$ cat src/rtl/bpc_mul.sv
`default_nettype none

module bpc_mul #(
  parameter int AW = 16,
  parameter int BW = 16
) (
  input  wire logic                    clk_i,
  input  wire logic [1:0]              en_i,
  input  wire logic signed [AW-1:0]    a_i,
  input  wire logic signed [BW-1:0]    b_i,
  output logic signed [AW+BW-1:0]      p_o
);

  localparam int PW = AW + BW;
  localparam int LA = AW / 2;
  localparam int LB = BW / 2;

  logic        [LA+LB-1:0]         ll_d, ll_q;
  logic signed [LA+BW-LB:0]        lh_d, lh_q;
  logic signed [AW-LA+LB:0]        hl_d, hl_q;
  logic signed [AW-LA+BW-LB-1:0]   hh_d, hh_q;
  logic signed [PW-1:0]            p_d, p_q;

  assign ll_d = a_i[LA-1:0] * b_i[LB-1:0];
  assign lh_d = $signed({1'b0, a_i[LA-1:0]}) * $signed(b_i[BW-1:LB]);
  assign hl_d = $signed(a_i[AW-1:LA]) * $signed({1'b0, b_i[LB-1:0]});
  assign hh_d = $signed(a_i[AW-1:LA]) * $signed(b_i[BW-1:LB]);

  assign p_d = $signed(PW'(ll_q))
             + (PW'(lh_q) <<< LB)
             + (PW'(hl_q) <<< LA)
             + (PW'(hh_q) <<< (LA + LB));

  always_ff @(posedge clk_i) begin
    if (en_i[0]) begin
      ll_q <= ll_d;
      lh_q <= lh_d;
      hl_q <= hl_d;
      hh_q <= hh_d;
    end
    if (en_i[1]) begin
      p_q <= p_d;
    end
  end

  assign p_o = p_q;

endmodule

`default_nettype wire

$ cat config.mk
export PLATFORM = sky130hd
export DESIGN_NAME = bpc_mul
export DESIGN_NICKNAME = d
export VERILOG_FILES = /design/src/rtl/bpc_mul.sv
export SDC_FILE = /design/constraint.sdc
export NUM_CORES = 1
export LEC_CHECK = 0
export BUFFER_PORTS_ARGS = -buffer_cell sky130_fd_sc_hd__buf_4
export CORE_MARGIN = 2
export CORE_UTILIZATION = 50
export CTS_CLUSTER_DIAMETER = 30
export CTS_CLUSTER_SIZE = 24
export DETAILED_ROUTE_END_ITERATION = 6
export PLACE_DENSITY = 0.7
export SYNTH_ARGS = -nofsm -noshare
export SYNTH_HDL_FRONTEND = slang
export SYNTH_SLANG_ARGS = --single-unit
$ cat constraint.sdc
create_clock -name clk_i -period 5.5 [get_ports clk_i]
set_input_delay 1.1 -clock clk_i [delete_from_list [all_inputs] [get_ports clk_i]]
set_output_delay 1.1 -clock clk_i [all_outputs]
set_load 0.005 [all_outputs]
Yosys cells after proc, flatten, opt, wreduce, memory -nomap -nowiden. Index checks and enable logic that the tools add are counted.

$mul: 4. $add $sub $neg: 3.

Operators by type and width (number): $add 27x32->32 (1); $mul 8x8->16 (2); $add 26x25->27 (1); $add 17x25->26 (1); $mul 8x9->17 (1); $mul 9x8->17 (1).

Output and inout bits: 32. Register bits: 98. Input port bits: 35. Word-level logic and storage cells: 12.

Depth between registers and ports, before layout.
Depth after elaboration: 3. Mapped depth: 18. Gate-level depth less buffers: 17.

Worst setup path before layout. Ideal clock, no wire load.

Kind: in2reg. Start point: in a_i[15]. End point: reg hl_q[16], data pin. Stages: 16. Data required time: 5241 ps. Library setup time: 259 ps. Path slack: 93 ps. Arrival time: 5147 ps. Buffers on the path: 1. Cells stage by stage: clkbuf_1 > clkinv_1 > nor2_1 > fa_1 > fa_1 > fa_1 > inv_1 > fa_1 > inv_1 > ha_1 > or3_1 > o21ai_0 > a21oi_1 > a211oi_1 > a21oi_1 > xnor2_1.

Longest elaborated chain between the ends: 1.

RTL lines: start, declared (line 9) `input wire logic signed [AW-1:0] a_i,`; $mul 8x9->17 (line 26) `assign hl_d = $signed(a_i[AW-1:LA]) * $signed({1'b0, b_i[LB-1:0]});`; net hl_d[16] (line 20) `logic signed [AW-LA+LB:0] hl_d, hl_q;`; end signal, assigned (line 38) `hl_q <= hl_d;`; end, declared (line 20).

The timed path passes the listed nets, and every way through them passes these cells. A chain may end at the register's enable or synchronous reset.

Final worst setup path.
Start point: in a_i[1]. End point: reg lh_q[15], data pin.

Longest elaborated chain between the ends: 1.

RTL lines: $mul 9x8->17 (line 25) `assign lh_d = $signed({1'b0, a_i[LA-1:0]}) * $signed(b_i[BW-1:LB]);`; net lh_d[15] (line 19) `logic signed [LA+BW-LB:0] lh_d, lh_q;`; end signal, assigned (line 37) `lh_q <= lh_d;`; end, declared (line 19).

The timed path passes the listed nets, and every way through them passes these cells.

==> results.yml <==
synth:
  synth_cell_types: 56
  synth_top_cell_by_area: "fa_1"
  synth_edf_count: 98
  yosysMostFrequentCell: "inv_1"
  ys_top_cells_by_count: "inv_1 (258), fa_1 (189), and2_1 (188)"
  synth-seq-area-share_pct: 21.62
  synthCells: 1331
  synthFlopType: "edfxtp_1"
  ys_ff_latch: 98
  synth_nets: 1729
  yosysTopAreaCellShare_pct: 27.79
  async_reset_ff_share_pct: 0
  yosysWarnings: 0
  netlist_top_cells_area: "fa_1 (28%), edfxtp_1 (22%), ha_1 (16%), and2_1 (8.6%), inv_1 (7.1%)"
  syn-cell-area_um2: 13610
  synth.avg_cell_area_um2: 10.23
sta:
  post-route-period-util_pct: 92.23
  setup_viol: 0
  slew_headroom_pct: 43.72
  worstMarginPinSlew_ns: 0.8443
  max_freq_mhz: 197.1
  rsz0062_at_grt: "no"
  fin_crit_ns: 5.072
  hold_viol: 0
  final.setup_skew_ns: 0.01239
  drv_slew: 0
  holdWs_ns: 0.4236
  fin_setup_tns_ns: 0
grt:
  grt_pass1_wl_um: 46490
  grt-ovfl-total: 0
  use_met3_pct: 2.385
  grt_use_met1_pct: 29.05
  antenna_found_initial: 0
  gr-usage-all-layers_pct: 20.62
  grt_pass1_vias: 9410
  grt_max_degree: 67
  use_met2_pct: 34.27
  top_usage_layer: "met2"
worst_setup_path:
  crit_path_end_kind: "flop"
  rrSetupSlack_ns: 1.80
  cp_slowest_cell: "fa_1"
  critical_path_required_ns: 5.59
  rr_worst_depth: 11
  r2r-end: "p_o[31]"
  crit_fanout: 9
  crit_path_start_kind: "input port"
  slowest_delay_ns: 0.55
  crit_start: "a_i[1]"
  timing.rr.start: "ll_q[9]"
  path_class: "input port to flop"
  path_cells: "buf_4, buf_4, nand2_1, fa_1, fa_1, inv_1, fa_1, inv_1, fa_1, inv_1, ha_1, nor2b_1, nor4_1, o31ai_1, o41ai_1, xnor2_1"
  endpoint: "lh_q[15]"
  crit_top_cell: "fa_1"
  arrival_ns: 5.17
die:
  io_pins: 67
  core_area_um2: 26880
  die-area_um2: 28560
  fp.dieH_um: 169.0
  initial_core_util_pct: 50.65
  die_w_um: 169.0
  rows: 60
placement:
  gp_congestion: 0.8751
  portBuffers: 66
  dp_hpwl_um: 22570
clock_tree:
  cts_root_buf: "clkbuf_16"
  cts.sinks: 98
  clk_latency_ns: 0.35
  post_cts_resized: 0
  htreeDepth: 3
  cts_tree: "yes"
  cts_made_buffers: 9
  clk_pin_slew_ns: 0.08
  cts_hold_buf: 0
  post_cts.repair.setup_buffers: 0
  clk_path_buf_depth: 2
flow_run:
  max_cap_viol_count: 0
layout:
  syn_to_final_growth_pct: 8.970
  multi_input_area_um2: 9570
  n_antenna_cell: 0
  register_area_um2: 2943
  nFillCells: 2395
  drive_gt1_share_pct: 7.582
  nNetsFinal: 1791
route:
  routed_wirelength_um: 27410
  antenna_left: 0
  drt_iter0_markers: 563
  route.detailed.drc: 0
  first_pass_iters: 5
  wire_per_inst_um: 15.76
  vias: 8962
  drt-vias-per-instance: 5.154
power:
  leakage_nw: 7.145
  power.total_mw: 7.643
  powerDensity_nw_per_um2: 515.2
  vdd_drop_max_mv: 0.2227
run_status:
  status: "complete, no violations"
min_path:
  hold_path_class: "flop to flop"
  hold_start: "ll_q[3]"
layout by cell type, fill, tap and decap left out, types with 2 or more instances in the layout:
cell type and instances:
a211oi_1 4, a21boi_1 2, a21o_1 21, a21oi_1 45, a41oi_1 2, and2_1 188
and3_1 9, buf_4 85, clkbuf_16 9, clkinv_1 2, clkinv_4 2, edfxtp_1 98
fa_1 189, ha_1 174, inv_1 258, inv_6 3, nand2_1 61, nand2b_1 17
nand3_1 9, nand4_1 3, nor2_1 44, nor2b_1 15, nor3_1 13, o2111ai_1 3
o21a_1 12, o21ai_0 4, o21ai_1 12, o21bai_1 3, o311ai_1 3, o31ai_1 4
o41ai_1 2, or2_1 5, or3_1 3, xnor2_1 58, xor2_1 11
cells by family (layout without fill, tap and decap cells):
group / count (synthesis) / after routing / synth area share [%]
fa+ha+maj: 363 / 363 / 43.79
xor+xnor: 70 / 70 / 4.559
compound gates: 131 / 131 / 6.627
flops: 98 / 98 / 21.62
mux: 1 / 1 / 0.07353
simple gates: 375 / 375 / 15.26
buf+inv: 293 / 360 / 8.079
state kept, by name (all words and copies together) (netlist names):
signal and flops:
ll_q 16, p_o 32, lh_q 17, hh_q 16, hl_q 17
worst max-delay path: cells and delay by family:
family / cells / cell delay [ns]
adder cells (fa/ha/maj): 5 / 2.43
buffers and inverters: 5 / 0.45
XOR/XNOR: 1 / 0.12
AO/OA/AOI/OAI: 2 / 0.50
AND/OR/NAND/NOR: 3 / 0.57
worst min path at each step:
stage | endpoint | slack, ns | cells past startpoint
after CTS | p_o[3] | 0.42 | 0
after floorplan | p_o[0] | 0.40 | 0
after global routing | p_o[3] | 0.43 | 0
after global placement | p_o[2] | 0.40 | 0
after detailed placement | p_o[3] | 0.40 | 0
final | p_o[3] | 0.42 | 0
power by group:
part / internal [mW] / total (mW) / switching [mW] / leakage, nW
Sequential: 1.46 / 1.59 / 0.137 / 0.957
Combinational: 2.45 / 5.43 / 2.98 / 6.05
Clock: 0.315 / 0.616 / 0.300 / 0.140
Total: 4.22 / 7.64 / 3.42 / 7.15
final cells by class:
class | count | share of cell area, %
inverter | 259 | 6.554
tap | 341 | 2.876
multi-input combinational | 940 | 64.52
clock buffer | 9 | 1.518
timing repair buffer | 85 | 4.302
clock inverter | 7 | 0.3964
sequential | 98 | 19.84
metrics by stage:
| stage | cells | instance area, um^2 | utilization [%] | worst slack [ns] |
|---|---|---|---|---|
| finish | 1739 | 14830 | 55.20 | 0.4276 |
| global route | 1739 | 14830 | 55.20 | 0.1812 |
| CTS | 1739 | 14830 | 55.20 | 0.4189 |
| detailed placement | 1723 | 14550 | 54.14 | 0.05028 |
| global placement | 1723 | 14550 | 54.14 | 0.1060 |
| floorplan | 1331 | 13610 | - | 0.09349 |
routing by layer:
| metal | part of all wire (%) | vias to the layer above |
|---|---|---|
| li1 | - | 4358 |
| met3 | 3.3 | 28 |
| met1 | 48 | 4412 |
| met4 | 1.6 | 0 |
| met5 | 0 | - |
| met2 | 47 | 164 |
(Power assumes the default switching activity.)
